--- src/design/plc_pkg.sv ---
// ----------------------------------------------------------------------------
// plc_pkg - shared types and constants for the ipv4 prefix lease counter
// Address token carried along the seen-address cell row, per-slot status
// and the controller state encoding.
// ----------------------------------------------------------------------------
package plc_pkg;

  localparam int ADDR_W       = 32;
  localparam int LEN_W        = 6;
  localparam int COUNT_W      = 31;
  localparam int NUM_SLOTS    = 4;
  localparam int CFG_IDX_W    = 4;
  localparam int NUM_CFG_REGS = 8;

  // word travelling down the seen-address cell row
  typedef struct packed {
    logic              valid;
    logic [ADDR_W-1:0] addr;
    logic              dup;
  } seen_tok_t;

  // status of one prefix slot
  typedef struct packed {
    logic match;
    logic over_half;
    logic full;
  } slot_stat_t;

  typedef enum logic [1:0] {
    ST_IDLE,
    ST_SEARCH,
    ST_UPDATE,
    ST_DONE
  } plc_state_t;

endpackage

--- src/design/plc_seen_cell.sv ---
// ----------------------------------------------------------------------------
// plc_seen_cell - one entry of the seen-address row
// Holds one stored address, compares it with the passing word, writes the
// address when this entry is the next free one, and hands the word onward.
// ----------------------------------------------------------------------------
module plc_seen_cell #(
  parameter int CELL_IDX = 0,
  parameter int FILL_W   = 9
) (
  input  logic                  clk,
  input  logic                  rst_n,
  input  plc_pkg::seen_tok_t    tok_i,
  input  logic [FILL_W-1:0]     fill,
  output plc_pkg::seen_tok_t    tok_o
);
  import plc_pkg::*;

  localparam logic [FILL_W-1:0] IDX_L = FILL_W'(CELL_IDX);

  logic [ADDR_W-1:0] entry_r;
  seen_tok_t         tok_r;
  logic              hit;
  logic              wr_en;

  // entries below the fill count hold real addresses
  assign hit   = tok_i.valid && (fill > IDX_L) && (entry_r == tok_i.addr);
  // all earlier entries are already checked when the word reaches the free one
  assign wr_en = tok_i.valid && !tok_i.dup && (fill == IDX_L);

  always_ff @(posedge clk) begin
    if (wr_en) begin
      entry_r <= tok_i.addr;
    end
  end

  // pass the word to the neighbor
  always_ff @(posedge clk) begin
    if (!rst_n) begin
      tok_r.valid <= 1'b0;
    end else begin
      tok_r.valid <= tok_i.valid;
    end
    tok_r.addr <= tok_i.addr;
    tok_r.dup  <= tok_i.dup | hit;
  end

  assign tok_o = tok_r;

endmodule

--- config.mk ---
export PLATFORM = sky130hd
export DESIGN_NAME = plc_seen_cell
export DESIGN_NICKNAME = d
export VERILOG_FILES = /design/src/design/plc_pkg.sv /design/src/design/plc_seen_cell.sv
export SDC_FILE = /design/constraint.sdc
export NUM_CORES = 1
export LEC_CHECK = 0
export BUFFER_PORTS_ARGS = -buffer_cell sky130_fd_sc_hd__buf_2
export CAP_MARGIN = 20
export CELL_PAD_IN_SITES_DETAIL_PLACEMENT = 0
export CELL_PAD_IN_SITES_GLOBAL_PLACEMENT = 1
export CORE_MARGIN = 2
export CORE_UTILIZATION = 23
export DETAILED_ROUTE_END_ITERATION = 12
export PLACE_DENSITY = 0.59
export REMOVE_ABC_BUFFERS = 1
export SYNTH_ARGS = -nofsm -noshare
export SYNTH_HDL_FRONTEND = slang
export SYNTH_SLANG_ARGS = --single-unit
--- constraint.sdc ---
create_clock -name clk -period 5.7 [get_ports clk]
set_input_delay 1.14 -clock clk [delete_from_list [all_inputs] [get_ports clk]]
set_output_delay 1.14 -clock clk [all_outputs]
set_load 0.01 [all_outputs]
==> summary.md, run 1 <==
| Metric | Value |
|---|---|
| Most frequent cells in the layout | buf_2, dfxtp_1, edfxtp_1 |
| MaxCap Viol Count | 0 |
| Clock sink count | 66 |
| Synth top area share | 46.7% |
| Crit path kind | in2reg |
| H-tree depth | 3 |
| Initial antenna violation count | 0 |
| Hold Buf Count CTS | 0 |
| CP startpoint | fill[6] |
| Synth Area in Compound Gates | 0.365% |
| Largest net degree at the start of global routing | 33 |
| Main combinational cell family by area after synthesis | XOR/XNOR gates |
| Slowest library cell on the worst path | buf_4 |
| Hold Path Class | reg2reg |
| CTS resizes | 0 |
| Worst VDD drop | 0.0892 mV |
| Area growth, synth to finish | 34.5% |
| Via count | 1232 |
| Family with the most delay on the worst path | simple AND/OR/NAND/NOR gates |
| Initial Util | 23.6% |
| Final slew viol count | 0 |
| DRT iter0 DRCs | 39 |
| Final core utilization | 31.8% |
| Final RePlAce weighted congestion | 0.662 |
| Flops & latches, synth | 66 |
| Setup Viol. Count Final | 0 |
| Reg2Reg Launch Point | entry_r[28] |
| CTS tree | done |
| GR Overflow Total | 0 |
| Core footprint | 0.00872 mm2 |
| Post-Synth Adder-Cell Area | 0% |
| Post-route ant nets | 0 |
| Total GRT Usage | 8.44% |
| Syn_area_per_cell | 17.6 um2 |
| Max_slew headroom | 71.6% |
| CP arrival | 2.28 ns |
| Share of post-route cells with drive strength above 1 | 45.8% |
| # DRC | 0 |
| Worst hold slack | 0.596 ns |
| M2 GR Usage | 11.3% |
| Ys Warns | 0 |
| Fillers | 875 |
| GR Util met1 | 10.9% |
| Final setup TNS | 0 ns |
| Post-DP HPWL | 2810 um |
| Sequential share of the synthesized area | 79.8% |
| Pleak | 1.13 nW |
| RSZ-0062 raised after global routing | no |
| Setup bufs post-CTS | 0 |
| Commonest non-fill, non-tap cell in the layout | buf_2 |
| R2R depth | 4 |
| Row count | 34 |
| Clock Skews | 0.00692 ns |
| Peak Freq | 0.435 GHz |
| WP buf/inv | 2 |
| Outcome | complete, no violations |
| Clock latency on the worst-skew pair | 0.33 ns |
| Area contributors post-synth | edfxtp_1, dfxtp_1, xor2_1 |
| Pwr Density | 328 mW/mm2 |
| Crit path cell chain | buf_2 > nor4_1 > nand3_1 > nor3b_2 > buf_4 |
| Largest stage delay on the critical path | 0.41 ns |
| Drt pass-1 iters | 4 |
| Antenna diodes | 0 |
| Die Ht | 98.6 um |
| Global-route wire length before repair | 6090 um |
| Final period util | 40.3% |
| Levels on crit path | 5 |
| Met3 usage | 3.55% |
| Critical Path Sink Type | register |
| Crit path time final | 2.30 ns |
| Worst Max-Slew Pin Slew | 0.426 ns |
| Post-Synthesis Cells | 117 |
| Mean number of vias per cell | 3.85 |
| CP Data Required Time | 5.68 ns |
| FF-to-FF setup slack | 4.32 ns |
| Worst-case clock buffer depth | 2 |
| Mux contribution to synthesized area | 0% |
| Die Width | 98.6 um |
| Drt total wl | 3880 um |
| Vias in the first global route | 1188 |
| GRT busiest layer | met2 |
| Xor/xnor share of the synthesized area | 13.6% |
| IO Pins | 79 |
| Final Hold Viols | 0 |
| Total power | 0.907 mW |
| CP startpoint kind | input port |
| Worst R2R End | tok_o[0] |
| Net count, final | 252 |
| Die area | 0.00972 mm2 |
| IO buf count | 78 |
| WL per Instance | 12.1 um |
| Critical path fanouts, max | 32 |
| Count of cell types in the netlist | 14 |
| Mapped cell area | 0.00206 mm2 |
| Clk slew on worst S/H paths | 0.07 ns |
| Leading area contributor after synthesis | edfxtp_1 |
| CTS root buf | clkbuf_8 |
| CTS Buf Count | 9 |
| Critical path endpoint | entry_r[18] |
| Simple-gate share of the synthesized area | 6.08% |
## cells in the mapped netlist (all sizes together)
cell and number:
dfxtp 34, edfxtp 32, xor2 31, nor4 8
nand3 2, nand4 2, nor3 2, and2 1
inv 1, nor2 1, nor3b 1, o31ai 1
xnor2 1
## power breakdown
group          internal (mW)  switching, mW
Sequential             0.509        0.00294
Clock                  0.179          0.161
Combinational         0.0258         0.0292
Total                  0.714          0.193
## worst reg2reg max path, stage by stage (launching register included)
cell	delay [ns]
edfxtp_1	0.38
xor2_1	0.15
nor4_1	0.42
nand3_1	0.12
o31ai_1	0.23
## per-layer routing
metal / routed length, um / vias up
li1: - / 598
met1: 1770 / 565
met2: 1650 / 57
met3: 340 / 12
met4: 120 / 0
met5: 0 / -
## sequential cells by signal, summed over array words and instances (netlist names)
register,flops
entry_r,32
tok_o,34
## final cells by class
type | count | area, um2 | area share, %
Sequential cell | 66 | 1640 | 59.3
Timing Repair Buffer | 79 | 398 | 14.4
Clock inverter | 3 | 13.8 | 0.497
Clock buffer | 13 | 159 | 5.74
Inverter | 1 | 3.75 | 0.136
Multi-Input combinational cell | 50 | 418 | 15.1
Tap cell | 108 | 135 | 4.88
## per-stage QoR
step	instances	instance area, um2	setup slack [ns]
2_1_floorplan	117	2060	1.31
3_3_place_gp	304	2600	3.08
3_5_place_dp	304	2600	3.07
4_1_cts	320	2770	3.42
5_1_grt	320	2770	3.32
6_report	320	2770	3.40
## kinds of logic after synthesis
logic type,Yosys count
buf+inv,1
simple gates,17
xor+xnor,32
flops,66
compound gates,1
## worst min path at each step
stage,from,end,slack [ns],cells after the start
finish,entry_r[8],tok_o[0],0.60,3
floorplan,entry_r[8],tok_o[0],0.55,3
detailed placement,entry_r[8],tok_o[0],0.58,3
global placement,entry_r[8],tok_o[0],0.58,3
CTS,entry_r[8],tok_o[0],0.61,3
global route,entry_r[8],tok_o[0],0.64,3
No activity file was read; power rests on OpenSTA's default activity.
==> inputs of run 2 (changes only) <==
Settings changed: PLACE_DENSITY 0.59 to 0.61.
Clock period 5.7 ns to 2 ns, I/O delays scaled along.
==> run 2 against run 1 <==
Clock skew down 0.0012 ns; sequential power grew to 2.9 times the previous value; largest power group unchanged; count of clock-buffer cells in the layout down 4; routed wire length down 0.54%; first-iteration DRC count is 41% lower; largest cell class unchanged; critical path depth did not move; critical path type unchanged; sequential share of layout area shrank 1.7 points.
==> summary.md, run 2 (synthesized netlist as in run 1, its figures left out) <==
| Metric | Value |
|---|---|
| Outcome | complete, no violations |
| Final slew viol count | 0 (unchanged) |
| Setup bufs post-CTS | 0 (unchanged) |
| DRT iter0 DRCs | 23 (-41%) |
| # DRC | 0 (unchanged) |
| Clock latency on the worst-skew pair | 0.34 ns (about the same) |
| CTS tree | done |
| Commonest non-fill, non-tap cell in the layout | buf_2 |
| IO Pins | 79 (unchanged) |
| Total GRT Usage | 8.51% (+0.071 points) |
| Clock Skews | 0.00574 ns (-0.00118 ns) |
| CP startpoint kind | input port |
| Peak Freq | 0.706 GHz |
| Max_slew headroom | 74.8% (+3.2 points) |
| Die area | 0.00972 mm2 (unchanged) |
| Worst Max-Slew Pin Slew | 0.374 ns (-0.0522 ns) |
| Critical Path Sink Type | register |
| Final period util | 70.9% |
| MaxCap Viol Count | 0 (unchanged) |
| Area growth, synth to finish | 38.5% |
| Largest stage delay on the critical path | 0.28 ns (-0.13 ns) |
| CTS root buf | clkbuf_8 |
| Hold Path Class | in2reg |
| WL per Instance | 12.1 um (-0.54%) |
| Core footprint | 0.00872 mm2 (unchanged) |
| Final setup TNS | 0 ns (unchanged) |
| Final RePlAce weighted congestion | 0.668 (+0.94%) |
| GR Overflow Total | 0 (unchanged) |
| Hold Buf Count CTS | 0 (unchanged) |
| Crit path time final | 1.42 ns |
| Worst-case clock buffer depth | 2 (unchanged) |
| Setup Viol. Count Final | 0 (unchanged) |
| Crit path kind | in2reg |
| Post-route ant nets | 0 (unchanged) |
| Initial antenna violation count | 0 (unchanged) |
| Post-DP HPWL | 2760 um (-1.9%) |
| CTS Buf Count | 9 (unchanged) |
| Die Width | 98.6 um (unchanged) |
| Die Ht | 98.6 um (unchanged) |
| Antenna diodes | 0 (unchanged) |
| IO buf count | 78 (unchanged) |
| Pleak | 1.16 nW (+2.2%) |
| Critical path fanouts, max | 32 (unchanged) |
| Largest net degree at the start of global routing | 33 (unchanged) |
| Clock sink count | 66 (unchanged) |
| Net count, final | 252 (unchanged) |
| RSZ-0062 raised after global routing | no |
| CP Data Required Time | 2.04 ns (-3.64 ns) |
| Slowest library cell on the worst path | nor4_1 |
| CP arrival | 1.45 ns (-0.83 ns) |
| Worst hold slack | 0.195 ns (-0.401 ns) |
| Vias in the first global route | 1197 (+0.76%) |
| H-tree depth | 3 (unchanged) |
| Most frequent cells in the layout | buf_2, dfxtp_1, edfxtp_1 |
| CTS resizes | 0 (unchanged) |
| Initial Util | 23.6% (unchanged) |
| Drt total wl | 3860 um (-0.54%) |
| Family with the most delay on the worst path | simple AND/OR/NAND/NOR gates |
| Crit path cell chain | buf_2 > nor4_1 > nand3_1 > nor3b_2 > buf_12 |
| Worst VDD drop | 0.350 mV (+290%) |
| Clk slew on worst S/H paths | 0.08 ns (about the same) |
| Mean number of vias per cell | 3.83 (-0.57%) |
| Row count | 34 (unchanged) |
| WP buf/inv | 2 (unchanged) |
| Drt pass-1 iters | 4 (unchanged) |
| Max FFs per register | 34 (unchanged) |
| Global-route wire length before repair | 6020 um (-1.1%) |
| Final Hold Viols | 0 (unchanged) |
| Pwr Density | 1040 mW/mm2 (+220%) |
| Via count | 1225 (-0.57%) |
| Share of post-route cells with drive strength above 1 | 46.7% (+0.94 points) |
-- run 2: path summary, 6_finish.rpt --
| check | slack [ns] | cells after the start | start | end |
|---|---|---|---|---|
| worst max-delay path | 0.58 | 5 | fill[6] | entry_r[15] |
| worst max register to register | 0.65 | 4 | entry_r[22] | tok_o[0] |
| worst min-delay path | 0.20 | 1 | tok_i[13] | tok_o[13] |
| worst min register to register | 0.60 | 3 | entry_r[8] | tok_o[0] |
-- run 2: stage by stage --
step | instances | instance area [um2] | total power [mW] | setup WS, ns | util, %
2_1_floorplan | 117 | 2060 | 1.54 | -1.65 | -
3_3_place_gp | 304 | 2610 | 1.65 | 0.250 | 29.9
3_5_place_dp | 304 | 2610 | 1.65 | 0.217 | 29.9
4_1_cts | 320 | 2850 | 3.02 | 0.568 | 32.7
5_1_grt | 320 | 2850 | 3.10 | 0.492 | 32.7
6_report | 320 | 2850 | 2.96 | 0.583 | 32.7
-- run 2: power by group --
group          total, mW  internal [mW]  leakage (nW)  switching [mW]
clock network       1.34          0.825         0.113           0.519
registers           1.46           1.45         0.574         0.00751
logic              0.156         0.0735         0.472          0.0822
-- run 2: per-layer routing --
metal  up-vias  share of wire (%)  track usage [%]
li1        593                  -                -
met3        10                8.6             3.83
met5         -                  0                0
met4         0                2.5             6.01
met1       565                 46             10.6
met2        57                 43             11.6
-- run 2: area by class of cell --
cell class | count | area, um2
fillers | 897 | 5870
flip-flops and latches | 66 | 1640
multi-input cells | 50 | 418
repair buffers | 79 | 410
well taps | 108 | 135
clock buffers | 9 | 124
clock inverters | 7 | 118
inverters | 1 | 3.75
-- run 2: worst register-to-register path, cell delays in order, from the launching register on --
cell	delay, ns
edfxtp_1	0.38
xor2_1	0.15
nor4_1	0.39
nand4_1	0.15
o31ai_1	0.21
==> inputs of run 3 (changes only) <==
Clock period 2 ns to 1.25 ns, I/O delays scaled along.
==> run 3 against run 2 <==
The run now ends with setup timing left; count of clock-buffer cells in the layout increased by 4; total power up 47%; non-clock buffer count rose by 18; first-iteration DRC count increased by 48%; hold slack got worse by 0.15 ns; clock skew shrank 0.0011 ns; setup slack got worse by 0.68 ns; sequential share of layout area down 3.7 points; routed wire length grew 12%.
==> summary.md, run 3 (synthesized netlist as in run 1, its figures left out) <==
| Metric | Value |
|---|---|
| Final slew viol count | 0 (unchanged) |
| Post-route ant nets | 0 (unchanged) |
| Share of post-route cells with drive strength above 1 | 51.3% (+4.6 points) |
| Core footprint | 0.00872 mm2 (unchanged) |
| Post-DP HPWL | 2820 um (+2.3%) |
| Worst VDD drop | 0.666 mV (+90%) |
| # DRC | 0 (unchanged) |
| Max_slew headroom | 81.5% (+6.6 points) |
| IO Pins | 79 (unchanged) |
| Mean number of vias per cell | 3.82 (-0.15%) |
| CP arrival | 1.60 ns (+0.15 ns) |
| Global-route wire length before repair | 6920 um (+15%) |
| CP startpoint kind | register |
| Largest net degree at the start of global routing | 12 (-64%) |
| Most frequent cells in the layout | buf_2, dfxtp_1, edfxtp_1 |
| Row count | 34 (unchanged) |
| Failing checks | setup timing |
| RSZ-0062 raised after global routing | yes |
| Post-layout instance count excluding filler cells | 338 (+5.6%) |
| Setup Viol. Count Final | 33 (+33) |
| Total GRT Usage | 9.62% (+1.1 points) |
| Critical Path Sink Type | register |
| Initial antenna violation count | 0 (unchanged) |
| WL per Instance | 12.8 um (+5.9%) |
| Total power | 4.35 mW (+47%) |
| Pwr Density | 1430 mW/mm2 (+38%) |
| DRT iter0 DRCs | 34 (+48%) |
| Critical path fanouts, max | 1 (-97%) |
| H-tree depth | 3 (unchanged) |
| Die area | 0.00972 mm2 (unchanged) |
| Final WS setup | -0.0961 ns (-0.679 ns) |
| Worst-case clock buffer depth | 2 (unchanged) |
| Via count | 1292 (+5.5%) |
| Die Ht | 98.6 um (unchanged) |
| Final RePlAce weighted congestion | 0.663 (-0.78%) |
| Clock latency on the worst-skew pair | 0.33 ns (about the same) |
| Clock sink count | 66 (unchanged) |
| Final core utilization | 34.9% (+2.2 points) |
| GR Overflow Total | 0 (unchanged) |
| Clk slew on worst S/H paths | 0.07 ns (about the same) |
| Peak Freq | 0.743 GHz |
| Crit path kind | reg2reg |
| Crit path time final | 1.35 ns |
| Net count, final | 270 (+7.1%) |
| Area growth, synth to finish | 48.0% |
| CTS root buf | clkbuf_8 |
| Final Hold Viols | 0 (unchanged) |
| Drt pass-1 iters | 4 (unchanged) |
| Commonest non-fill, non-tap cell in the layout | buf_2 |
| Hold Path Class | in2reg |
| IO buf count | 78 (unchanged) |
| Die Width | 98.6 um (unchanged) |
| CTS Buf Count | 9 (unchanged) |
| Outcome | finished, violations left |
| Final instance area | 0.00305 mm2 (+6.8%) |
| MaxCap Viol Count | 0 (unchanged) |
| Dpl cells | 316 (+3.9%) |
| Clock Skews | 0.00462 ns (-0.00112 ns) |
| Initial Util | 23.6% (unchanged) |
| Fillers | 876 (-2.3%) |
| Antenna diodes | 0 (unchanged) |
| Drt total wl | 4320 um (+12%) |
| Max FFs per register | 34 (unchanged) |
| CP Data Required Time | 1.50 ns (-0.54 ns) |
| Largest stage delay on the critical path | 0.38 ns (+0.10 ns) |
| Vias in the first global route | 1391 (+16%) |
| CTS tree | done |
| Crit path cell chain | xor2_1 > nor4_2 > nand4_1 > o31ai_1 |
| Worst Max-Slew Pin Slew | 0.276 ns (-0.0984 ns) |
| Final period util | 108% |
| Pleak | 1.26 nW (+9.1%) |
| Slowest library cell on the worst path | edfxtp_1 |
| Final setup TNS | -1.02 ns (-1.02 ns) |
| Placed Area | 0.00270 mm2 (+3.5%) |
==> run 3: changes by cell type in the layout (fill, tap and decap cells not counted), sizes merged <==
cell | before | now
clkinvlp | 2 | 0
clkbuf | 9 | 13
buf | 79 | 97
bufinv | 3 | 1
==> run 3: repair_timing <==
action                     CTS  global route
buffers inserted             4             0
hold buffers                 0             0
setup endpoints to repair   33            33
gates cloned                 3             0
pin swaps                    1             3
gates resized for setup      9             4
==> run 3: layout make-up <==
class | count | area [um2] | share of cell area [%]
timing repair buffer | 97 | 626 | 20.5
sequential | 66 | 1640 | 53.9
clock inverter | 3 | 40.0 | 1.31
multi-input combinational | 50 | 450 | 14.8
inverter | 1 | 3.75 | 0.123
clock buffer | 13 | 149 | 4.89
tap | 108 | 135 | 4.44
==> run 3: metrics by stage <==
stage,hold slack [ns],worst slack [ns]
CTS,0.0301,-0.142
floorplan,0.278,-2.25
global placement,0.396,-0.354
global route,0.0292,-0.241
finish,0.0498,-0.0961
detailed placement,0.399,-0.366
==> run 3: worst paths after layout <==
kind                             startpoint   endpoint  slack, ns  cells after the start
worst max-delay path            entry_r[17]   tok_o[0]       -0.1                      4
worst min register to register   entry_r[8]   tok_o[0]       0.58                      3
worst max register to register  entry_r[17]   tok_o[0]       -0.1                      4
worst min-delay path              tok_i[19]  tok_o[19]       0.05                      1
==> run 3: metal layers <==
layer,track usage [%],part of all wire (%)
met1,11.3,44
met2,15.0,46
met3,5.53,8.8
met4,2.85,1.2
met5,0,0
==> run 3: worst max-delay path, delay by kind of cell, from the launching register on <==
family,cells,cell delay [ns]
simple gates,2,0.47
flops,1,0.38
compound gates,1,0.25
xor+xnor,1,0.16
==> run 3: power by group <==
part	internal (mW)	switching [mW]	leakage (nW)
logic	0.146	0.142	0.593
clock network	0.972	0.761	0.0974
registers	2.32	0.0116	0.574
