===== src/design/plc_pkg.sv =====
// ----------------------------------------------------------------------------
// plc_pkg - shared types and constants for the ipv4 prefix lease counter
// Address token carried along the seen-address cell row, per-slot status
// and the controller state encoding.
// ----------------------------------------------------------------------------
package plc_pkg;

  localparam int ADDR_W       = 32;
  localparam int LEN_W        = 6;
  localparam int COUNT_W      = 31;
  localparam int NUM_SLOTS    = 4;
  localparam int CFG_IDX_W    = 4;
  localparam int NUM_CFG_REGS = 8;

  // word travelling down the seen-address cell row
  typedef struct packed {
    logic              valid;
    logic [ADDR_W-1:0] addr;
    logic              dup;
  } seen_tok_t;

  // status of one prefix slot
  typedef struct packed {
    logic match;
    logic over_half;
    logic full;
  } slot_stat_t;

  typedef enum logic [1:0] {
    ST_IDLE,
    ST_SEARCH,
    ST_UPDATE,
    ST_DONE
  } plc_state_t;

endpackage


===== src/design/plc_slot.sv =====
// ----------------------------------------------------------------------------
// plc_slot - one prefix slot
// Holds the network and length registers and the lease count, checks the
// host range of the address and reports over-half and full status.
// ----------------------------------------------------------------------------
module plc_slot #(
  parameter bit ENABLED = 1'b1
) (
  input  logic                          clk,
  input  logic                          rst_n,
  input  logic                          cfg_we,
  input  logic                          cfg_is_len,
  input  logic [31:0]                   cfg_data,
  input  logic [plc_pkg::ADDR_W-1:0]    addr,
  input  logic                          upd,
  output plc_pkg::slot_stat_t           stat,
  output logic [plc_pkg::COUNT_W-1:0]   count
);
  import plc_pkg::*;

  logic [ADDR_W-1:0]  net_r;
  logic [LEN_W-1:0]   len_r;
  logic [COUNT_W-1:0] count_r, count_nxt;

  logic               used;
  logic               cap_ok;
  logic [LEN_W-1:0]   shamt;
  logic [ADDR_W-1:0]  net_mask, host, netw, bcast;
  logic [COUNT_W-1:0] cap;

  // prefix decode
  assign used     = ENABLED && (len_r != '0) && (len_r <= LEN_W'(ADDR_W));
  assign cap_ok   = used && (len_r <= LEN_W'(ADDR_W - 2));
  assign shamt    = LEN_W'(ADDR_W) - len_r;
  assign net_mask = used ? ({ADDR_W{1'b1}} << shamt[4:0]) : '0;
  assign host     = ~net_mask;
  assign netw     = net_r & net_mask;
  assign bcast    = netw | host;
  assign cap      = cap_ok ? (host[COUNT_W-1:0] - COUNT_W'(1)) : '0;

  // status
  assign stat.match     = used && ((addr & net_mask) == netw) &&
                          (addr != netw) && (addr != bcast);
  assign stat.over_half = cap_ok && ({count_r, 1'b0} > {1'b0, cap});
  assign stat.full      = cap_ok && (count_r == cap);

  // saturating count
  always_comb begin
    count_nxt = count_r;
    if (upd && stat.match && (count_r < cap)) begin
      count_nxt = count_r + COUNT_W'(1);
    end
  end

  always_ff @(posedge clk) begin
    if (!rst_n) begin
      net_r   <= '0;
      len_r   <= '0;
      count_r <= '0;
    end else begin
      if (cfg_we && !cfg_is_len) begin
        net_r <= cfg_data;
      end
      if (cfg_we && cfg_is_len) begin
        len_r <= cfg_data[LEN_W-1:0];
      end
      count_r <= count_nxt;
    end
  end

  assign count = count_r;

endmodule


===== config.mk =====
export PLATFORM = sky130hd
export DESIGN_NAME = plc_slot
export DESIGN_NICKNAME = d
export VERILOG_FILES = /design/src/design/plc_pkg.sv /design/src/design/plc_slot.sv
export SDC_FILE = /design/constraint.sdc
export NUM_CORES = 1
export LEC_CHECK = 0
export BUFFER_PORTS_ARGS = -buffer_cell sky130_fd_sc_hd__buf_4
export CAP_MARGIN = 20
export CORE_UTILIZATION = 35
export CTS_BUF_LIST = sky130_fd_sc_hd__clkbuf_16
export CTS_CLUSTER_SIZE = 28
export DETAILED_ROUTE_END_ITERATION = 8
export SLEW_MARGIN = 5
export SYNTH_ARGS = -nofsm -noshare
export SYNTH_HDL_FRONTEND = slang
export SYNTH_SLANG_ARGS = --single-unit

===== constraint.sdc =====
create_clock -name clk -period 4.8 [get_ports clk]
set_input_delay 0.72 -clock clk [delete_from_list [all_inputs] [get_ports clk]]
set_output_delay 0.72 -clock clk [all_outputs]
set_load 0.05 [all_outputs]

==> flow_summary.toml, run 1 <==
[die]
dieArea_mm2 = 0.0209
die_w_um = 145
core_mm2 = 0.0197
fp-row-count = 51
dieHeight_um = 145
initial_core_util_pct = 36.1
ios = 103

[detailed_routing]
ant_nets = 0
avgRoutedWirePerCell_um = 19.9
drt-initial-drc-count = 608
drt_pre_antenna_iters = 5
post-route-drc-count = 0
routed_wl_um = 27000
vias = 7814
vias_per_cell = 5.77

[placed_design]
dp_cells = 1314
dp_hpwl_um = 20900
gp_congestion = 1.02
io_buffers = 102

[logic_synthesis]
synth_nets = 1080
avgSynthCellArea_um2 = 7.53
async_reset_ff_share_pct = 0
syn_area_mm2 = 0.00711
syn_inst = 945
synth_cell_type_count = 77
ys_seq_area_share_pct = 19.4
ys_ff_latch = 69
synthFlopType = "dfxtp_1"
synth_edf_count = 0
yosys_warnings = 0

[global_route]
grt_remaining_overflow = 0
met3_usage_pct = 5.79
track_usage_pct = 25.7
grt_pass1_wl_um = 40500
met1_usage_pct = 31.9
busiest_layer = "met2"
grt_use_met2_pct = 42.4
antenna_found_initial = 0
grt_pass1_vias = 7156
grt_max_degree = 60

[clocking]
clkTransAtPathRegs_ns = 0.06
ctsHoldBuffers = 0
cts_buffers = 9
cts-root-buf = "clkbuf_16"
cts_buffer_depth = 2
tritoncts = "done"
htree_levels = 3
clkLatencyLatePin_ns = 0.35
cts.sinks = 69

[cells_and_area]
multi_input_area_mm2 = 0.00580
antenna_cells = 0
fin_util_pct = 47.6
drive_gt1_share_pct = 29.2
areaGrowthSynthToFinish_pct = 31.9
fill_cells = 1981
regArea_mm2 = 0.00139
fin_nets = 1220
layoutNonFillerInstCount = 1355

[timing]
final_hold_viol_count = 0
period_minus_slack_ns = 4.80
worstMarginPinSlew_ns = 0.709
slew_headroom_pct = 52.2
rsz0062_at_grt = "yes"
slew_viol_final = 0
setup_viol = 0
fmax_ghz = 0.208
fin_skew_ns = 0.00609
period_share_pct = 99.9

[setup_path]
cp_max_fo = 6
crit_required_ns = 4.08
arrival_ns = 4.08
cp-start-kind = "register"
cp-end-kind = "output pin"
criticalPathCategory = "register to output pin"

[status]
status = "finished, final reports clean"

[min_path]
hold_path.class = "register to register"

[pwr]
powerDensity_mw_per_mm2 = 214
irDropWorstVdd_mv = 0.153
leakagePower_uw = 0.00374
total_power_uw = 2010

[flow_run]
cap_violations = 0
==> per-stage QoR <==
stage / hold WS (ns) / TNS [ns] / worst slack (ns) / instance area, µm²
after floorplan: 0.445 / 0 / 0.00519 / 7180
after global placement: 0.462 / 0 / 0.113 / 8420
after detailed placement: 0.477 / 0 / 0.0496 / 8420
after CTS: 0.485 / -0.0165 / -0.0165 / 8910
after global routing: 0.505 / -0.218 / -0.123 / 9380
final: 0.481 / 0 / 0.00369 / 9380
==> cell usage in the layout, fill, tap and decap left out, drive strengths merged, types with 10 or more instances in the layout <==
cell type and instances:
a31oi 10, and3 15, nand3 31, nor2b 19, ha 66, a211oi 11, dfxtp 69, nor2 41
a21oi 81, buf 183, inv 38, nand4 24, a21o 20, nand2 141, nand2b 48, xor2 11
nor3 15, o21ai 64, mux2i 28, nor4 30, xnor2 15
==> cell type report <==
type	instances	area share, %
sequential	69	14.8
clock inverter	7	0.360
timing repair buffer	183	15.5
clock buffer	9	2.40
inverter	37	1.51
tap	265	3.53
multi-input combinational	785	61.9
==> per-layer routing <==
layer,wire [µm],up-vias,share of wire (%)
met5,0,-,0
met4,1150,0,4.3
met3,1630,81,6.0
met2,12800,312,47
met1,11400,3670,42
li1,-,3751,-
==> report_power, final <==
group / internal [µW] / switching, µW / total [µW]
combinational: 324 / 459 / 783
sequential: 588 / 23.9 / 611
clock: 341 / 270 / 611
==> registers in the layout, summed over array words and instances (netlist names) <==
| name | cells |
|---|---|
| net_r | 32 |
| count | 31 |
| len_r | 6 |
==> Yosys cell counts (3+ instances only) <==
master     count  area, µm²
or2_2          5       31.3
a221oi_1       3       26.3
o21bai_1       6       45.0
nor3_1        15       75.1
nand4_1       24        150
xnor2_1       15        131
and4_1         7       61.3
a32oi_1        3       26.3
o21a_1         4       30.0
a21oi_1       79        395
or3_1          3       18.8
nor4_2        22        275
nand2b_1      48        300
nand3_1       31        155
a211oi_1      10       75.1
a31oi_1        9       56.3
o22ai_1        9       56.3
and2_1         7       43.8
o32ai_1        3       26.3
a21o_1        20        150
nor2_1        40        150
xor2_1        11       96.3
o31ai_1        6       45.0
a222oi_1       3       30.0
mux2i_1       28        280
and3_1        15       93.8
buf_2         12       60.1
nor2b_1       19        119
nor4_1         8       50.1
dfxtp_1       69       1380
o211ai_1       6       45.0
o21ai_0       63        315
o2111ai_1      7       61.3
nand2_1      139        522
buf_6          9        101
inv_1         37        139
clkbuf_1      31        116
nor4b_2        3       45.0
ha_1          66        826
==> logic make-up after synthesis <==
kind of cell             share of synthesized area [%]
AO/OA/AOI/OAI                                     24.1
flip-flops                                        19.4
buffers and inverters                             5.96
multiplexers                                      3.94
adder cells (fa/ha/maj)                           11.6
AND/OR/NAND/NOR                                   31.8
XOR/XNOR                                          3.20
==> final timing paths <==
check                           slack [ns]  cells after the start        end  startpoint
worst max-delay path                 0.004                     22    stat[1]    len_r[1]
worst max register to register        0.34                     20  count[16]    len_r[1]
worst min-delay path                  0.48                      2  net_r[21]   net_r[21]
worst min register to register        0.48                      2  net_r[21]   net_r[21]
==> critical path: stages (launching register included) <==
cell and delay, ns:
dfxtp_2 0.32, inv_2 0.08, ha_4 0.15, nor4b_4 0.20, buf_6 0.15, buf_12 0.11, buf_6 0.11, a2bb2oi_2 0.08
nor2_1 0.15, ha_2 0.25, nand2_4 0.08, nand2_4 0.08, o21ai_2 0.08, ha_1 0.32, nand4b_1 0.11, nor2_2 0.16
nand2_2 0.08, nor3_2 0.20, nand2_1 0.10, or3_1 0.33, o2111ai_1 0.21, o21a_2 0.20, buf_8 0.15
==> what timing repair did <==
| item | CTS | global route |
|---|---|---|
| gates resized for setup | 41 | 80 |
| pin swaps | 7 | 44 |
| buffers inserted | 12 | 13 |
| setup endpoints to repair | 1 | 3 |
No activity file was read; power rests on OpenSTA's default activity.
==> run 2: changes to the inputs <==
- SETUP_SLACK_MARGIN: default -> 0.2
==> run 2 against run 1 <==
  * Cell count increased by 0.37%
  * Non-clock buffer count increased by 4
  * Critical path depth decreased by 5
  * Fmax increased by 0.13%
  * Core utilization about the same
  * Wire length decreased by 1.8%
  * Critical path type unchanged
==> flow_summary.toml, run 2 (synthesis gave the netlist of run 1 again) <==
[setup_path]
critical_path.max_stage_delay_ns = 0.40
cp-end-kind = "output pin"
arrival_ns = 4.07
crit_required_ns = 4.08
crit_slowest_cell = "or3_4"
critPathTopFamily = "simple AND/OR/NAND/NOR gates"
path_cells = "buf_6 -> or3_4 -> a21oi_4 -> o21bai_2 -> buf_4 -> nor4_4 -> buf_6 -> buf_6 -> o21ai_1 -> ha_1 -> nand3_1 -> nor3_2 -> nand2_1 -> or3_4 -> o31a_1 -> o21a_2 -> buf_8"
crit_top_cell = "buf_6"
criticalPathCategory = "register to output pin"
cp-start-kind = "register"
cp_num_buf_inv = 5
cp_max_fo = 8

[die]
core_mm2 = 0.0197
ios = 103
fp-row-count = 51
dieArea_mm2 = 0.0209
die_w_um = 145
initial_core_util_pct = 36.1
dieHeight_um = 145

[detailed_routing]
vias_per_cell = 5.78
avgRoutedWirePerCell_um = 19.5
drt_pre_antenna_iters = 7
ant_nets = 0
post-route-drc-count = 0
vias = 7863
drt-initial-drc-count = 664
routed_wl_um = 26500

[placed_design]
gp_congestion = 0.989
io_buffers = 102
dpl-instance-area_mm2 = 0.00839
dp_hpwl_um = 20400
dp_cells = 1307

[clocking]
htree_levels = 3
clkTransAtPathRegs_ns = 0.06
cts-root-buf = "clkbuf_16"
tritoncts = "done"
ctsHoldBuffers = 0
clkLatencyLatePin_ns = 0.35
cts_buffer_depth = 2
cts.sinks = 69
cts_buffers = 9

[global_route]
grt_remaining_overflow = 0
antenna_found_initial = 0
busiest_layer = "met2"
met1_usage_pct = 31.8
grt_pass1_wl_um = 41000
grt_max_degree = 60
grt_use_met2_pct = 41.5
grt_pass1_vias = 7397
track_usage_pct = 26.0
met3_usage_pct = 5.26

[cells_and_area]
final_cell_mix = "175 x buf_4, 135 x nand2_1, 72 x a21oi_1, 64 x dfxtp_1, 61 x ha_1"
final_common_cell = "buf_4"
fin_util_pct = 47.6
stdcell_area_mm2 = 0.00938
fill_cells = 1963
drive_gt1_share_pct = 29.1
largest-register = "net_r"
largest_register_ffs = 32
areaGrowthSynthToFinish_pct = 31.8
fin_nets = 1225
antenna_cells = 0
layoutNonFillerInstCount = 1360

[flow_run]
cap_violations = 0

[pwr]
leakagePower_uw = 0.00378
powerDensity_mw_per_mm2 = 225
irDropWorstVdd_mv = 0.186

[min_path]
hold_path.class = "register to register"

[timing]
worstMarginPinSlew_ns = 0.706
timing.setup.tns_ns = 0
final_hold_viol_count = 0
holdWs_ns = 0.477
setup_viol = 0
fin_skew_ns = 0.00686
rsz0062_at_grt = "yes"
slew_viol_final = 0
period_share_pct = 99.8
period_minus_slack_ns = 4.79
fmax_ghz = 0.209
slew_headroom_pct = 52.6

[status]
status = "finished, final reports clean"
## run 2: changes by cell type in the layout (fill, tap and decap cells not counted), sizes merged
cell	delta
and2	+1
buf	+4
bufinv	+2
clkinv	-4
inv	+2
## run 2: what timing repair did
action	4_1_cts	5_1_grt
setup endpoints to repair	10	14
buffers inserted	27	9
gates cloned	1	0
pin swaps	41	11
gates resized for setup	89	19
## run 2: worst paths after layout
kind,startpoint,end,slack (ns),cells past startpoint
hold reg to reg,net_r[21],net_r[21],0.48,2
setup / recovery,len_r[1],stat[1],0.01,17
setup reg to reg,len_r[0],count[20],0.45,20
hold / removal,net_r[21],net_r[21],0.48,2
## run 2: through the flow
step / total power (µW) / setup slack [ns]
floorplan: 1020 / 0.0239
CTS: 2070 / 0.131
detailed placement: 1270 / 0.0528
global placement: 1270 / 0.125
finish: 2110 / 0.00982
global route: 2210 / -0.162
## run 2: worst min-delay path, stage by stage, from the launching register on
cell and delay, ns:
dfxtp_1 0.32, nand2_1 0.06, a21oi_1 0.05
## run 2: report_power, final
group / total (µW) / internal (µW) / switching (µW)
clock network: 718 / 448 / 269
registers: 613 / 588 / 24.9
logic: 779 / 331 / 448
total: 2110 / 1370 / 743
## run 2: per-layer routing
metal | vias up | part of all wire [%]
li1 | 3761 | -
met4 | 0 | 6.1
met3 | 101 | 6.6
met1 | 3644 | 43
met5 | - | 0
met2 | 357 | 45
## run 2: cell type report
cell class,count,area [µm²],area share [%]
clock buffers,9,225,2.40
inverters,37,139,1.48
clock inverters,7,83.8,0.894
multi-input cells,786,5740,61.2
flip-flops and latches,69,1390,14.8
repair buffers,187,1470,15.7
well taps,265,332,3.54
==> run 3: changes to the inputs <==
- ABC_AREA: default -> 1
==> run 3 against run 2 <==
  * Count of clock-buffer cells in the layout is the same
  * Largest cell class unchanged
  * Sequential cell count is the same
  * The flow now finishes with violations (DRC)
  * Via count grew 22%
  * Total power grew 13%
  * Critical path depth grew 6
  * Wire length grew 13%
  * Worst hold slack gained 0.022 ns
  * Synthesized cell count grew 49%
  * Non-clock buffer count shrank 24
==> flow_summary.toml, run 3 <==
[status]
status = "complete, but fails checks"
violations = "DRC"

[logic_synthesis]
synth_nets = 1544
synth_edf_count = 0
synth_commonest_cells = "378 x nand2_1, 217 x inv_1, 172 x nor2_1"
synth.most_common_cell = "nand2_1"
synth.area.top_cells = "nand2_1 18%, dfxtp_1 17%, ha_1 10%"
ys_seq_area_share_pct = 17.5
synth_cell_type_count = 42
avgSynthCellArea_um2 = 5.61
ys_ff_latch = 69
synth.top_cell.area_share_pct = 17.9
syn_inst = 1409
synthFlopType = "dfxtp_1"
syn_area_mm2 = 0.00791
yosys_warnings = 0
async_reset_ff_share_pct = 0
synth_top_area_cell = "nand2_1"

[clocking]
cts-root-buf = "clkbuf_16"
cts_buffers = 9
clkTransAtPathRegs_ns = 0.06
tritoncts = "done"
htree_levels = 3
cts.sinks = 69
cts_buffer_depth = 2
clkLatencyLatePin_ns = 0.35

[timing]
fin_skew_ns = 0.0106
final_hold_viol_count = 0
timing.setup.tns_ns = 0
slew_viol_final = 0
worstMarginPinSlew_ns = 0.703
setup_slack_ns = 0.335
setup_viol = 0
period_share_pct = 93.0
rsz0062_at_grt = "yes"
slew_headroom_pct = 53.1
fmax_ghz = 0.224
period_minus_slack_ns = 4.47

[die]
core_mm2 = 0.0220
dieHeight_um = 152
fp-row-count = 54
die_w_um = 152
ios = 103
dieArea_mm2 = 0.0232
initial_core_util_pct = 36.0

[cells_and_area]
areaGrowthSynthToFinish_pct = 25.4
fin_util_pct = 45.2
largest_register_ffs = 32
multi_input_area_mm2 = 0.00578
antenna_cells = 0
final_cell_mix = "363 x nand2_1, 211 x inv_1, 166 x nor2_1, 153 x buf_4, 121 x nand4_1"
largest-register = "net_r"
fin_nets = 1665
drive_gt1_share_pct = 17.6
final_common_cell = "nand2_1"
fill_cells = 2370
regArea_mm2 = 0.00139

[global_route]
grt_pass1_wl_um = 46500
grt_remaining_overflow = 0
track_usage_pct = 25.6
grt_pass1_vias = 8559
antenna_found_initial = 0
grt_max_degree = 70

[placed_design]
gp_congestion = 0.980
io_buffers = 102
place_ws_ns = 0.104
dp_hpwl_um = 24100

[pwr]
leakagePower_uw = 0.00502
powerDensity_mw_per_mm2 = 240
irDropWorstVdd_mv = 0.136

[setup_path]
arrival_ns = 3.75
criticalPathCategory = "register to output pin"
crit_required_ns = 4.08
cp-end-kind = "output pin"
cp_max_fo = 7
cp-start-kind = "register"

[detailed_routing]
drt-initial-drc-count = 820
avgRoutedWirePerCell_um = 16.5
drt_pre_antenna_iters = 8
post-route-drc-count = 6
ant_nets = 0
vias_per_cell = 5.29
routed_wl_um = 30000
vias = 9604

[min_path]
hold_path.class = "register to register"

[flow_run]
cap_violations = 0
-- run 3: cell count changes after synthesis, sizes merged, moves of 19 or more --
cell and change:
nand3 +61, nor4 -27, inv +187, nand2 +249, mux2i -28, nand2b -48
nor2 +136, nand4 +98, o21ai +20, nor2b -19, a21o -19
-- run 3: metal layers --
metal | up-vias | share of wire, % | global-route usage, %
met5 | - | 0 | 0
met4 | 0 | 3.8 | 11.3
met3 | 65 | 6.3 | 3.33
met2 | 361 | 44 | 40.7
met1 | 4313 | 45 | 34.4
li1 | 4865 | - | -
-- run 3: critical path, cell delays in order, from the launching register on --
cell      delay [ns]
dfxtp_2         0.32
inv_2           0.07
ha_4            0.14
buf_6           0.12
nand4_1         0.22
nand2_8         0.19
nand2_8         0.08
nor2_4          0.14
ha_4            0.16
inv_4           0.05
nor2_4          0.15
buf_6           0.11
buf_8           0.13
o31ai_4         0.07
ha_1            0.30
nand2_2         0.06
inv_2           0.05
nand3_2         0.08
nor3_2          0.21
nand2_1         0.11
nor2_2          0.13
nor3_2          0.06
a311oi_4        0.24
buf_6           0.20
-- run 3: layout make-up --
class	instances	share of cell area, %
multi-input cells	1061	58.3
flip-flops and latches	69	14.0
repair buffers	163	12.8
inverters	226	8.63
well taps	280	3.53
clock buffers	9	2.27
clock inverters	7	0.429
-- run 3: cell families (layout without fill, tap and decap cells) --
family	count (synthesis)	in the layout	share of synthesized area, %
buffers and inverters	279	405	14.2
AOI/OAI and AO/OA	170	170	11.4
and+or+nand+nor	824	824	46.4
DFF	69	69	17.5
adders and majority gates	66	66	10.4
xor gates and xnor gates	1	1	0.111
-- run 3: worst paths after layout --
path | startpoint | to | slack (ns) | cells after the start
max | len_r[0] | stat[1] | 0.33 | 23
min | net_r[19] | net_r[19] | 0.50 | 2
min reg2reg | net_r[19] | net_r[19] | 0.50 | 2
max reg2reg | len_r[1] | count[10] | 0.66 | 24
-- run 3: what timing repair did --
action,CTS,global route
resized for setup,62,50
setup buffers,15,15
pin swaps,20,31
hold buffers,0,0
endpoints found under the setup margin,2,2
cloned,0,0
-- run 3: power breakdown --
part | switching, µW | total, µW | internal [µW]
clock network | 286 | 633 | 346
logic | 749 | 1130 | 383
registers | 21.7 | 617 | 595
total | 1060 | 2380 | 1320
-- run 3: per-stage QoR --
step	hold WS [ns]	power, µW	instance area [µm²]	cells
after floorplan	0.468	1260	7930	1409
after global placement	0.487	1590	9010	1769
after detailed placement	0.497	1590	9010	1769
after CTS	0.507	2300	9630	1800
after global routing	0.533	2530	9920	1815
final	0.499	2380	9920	1815
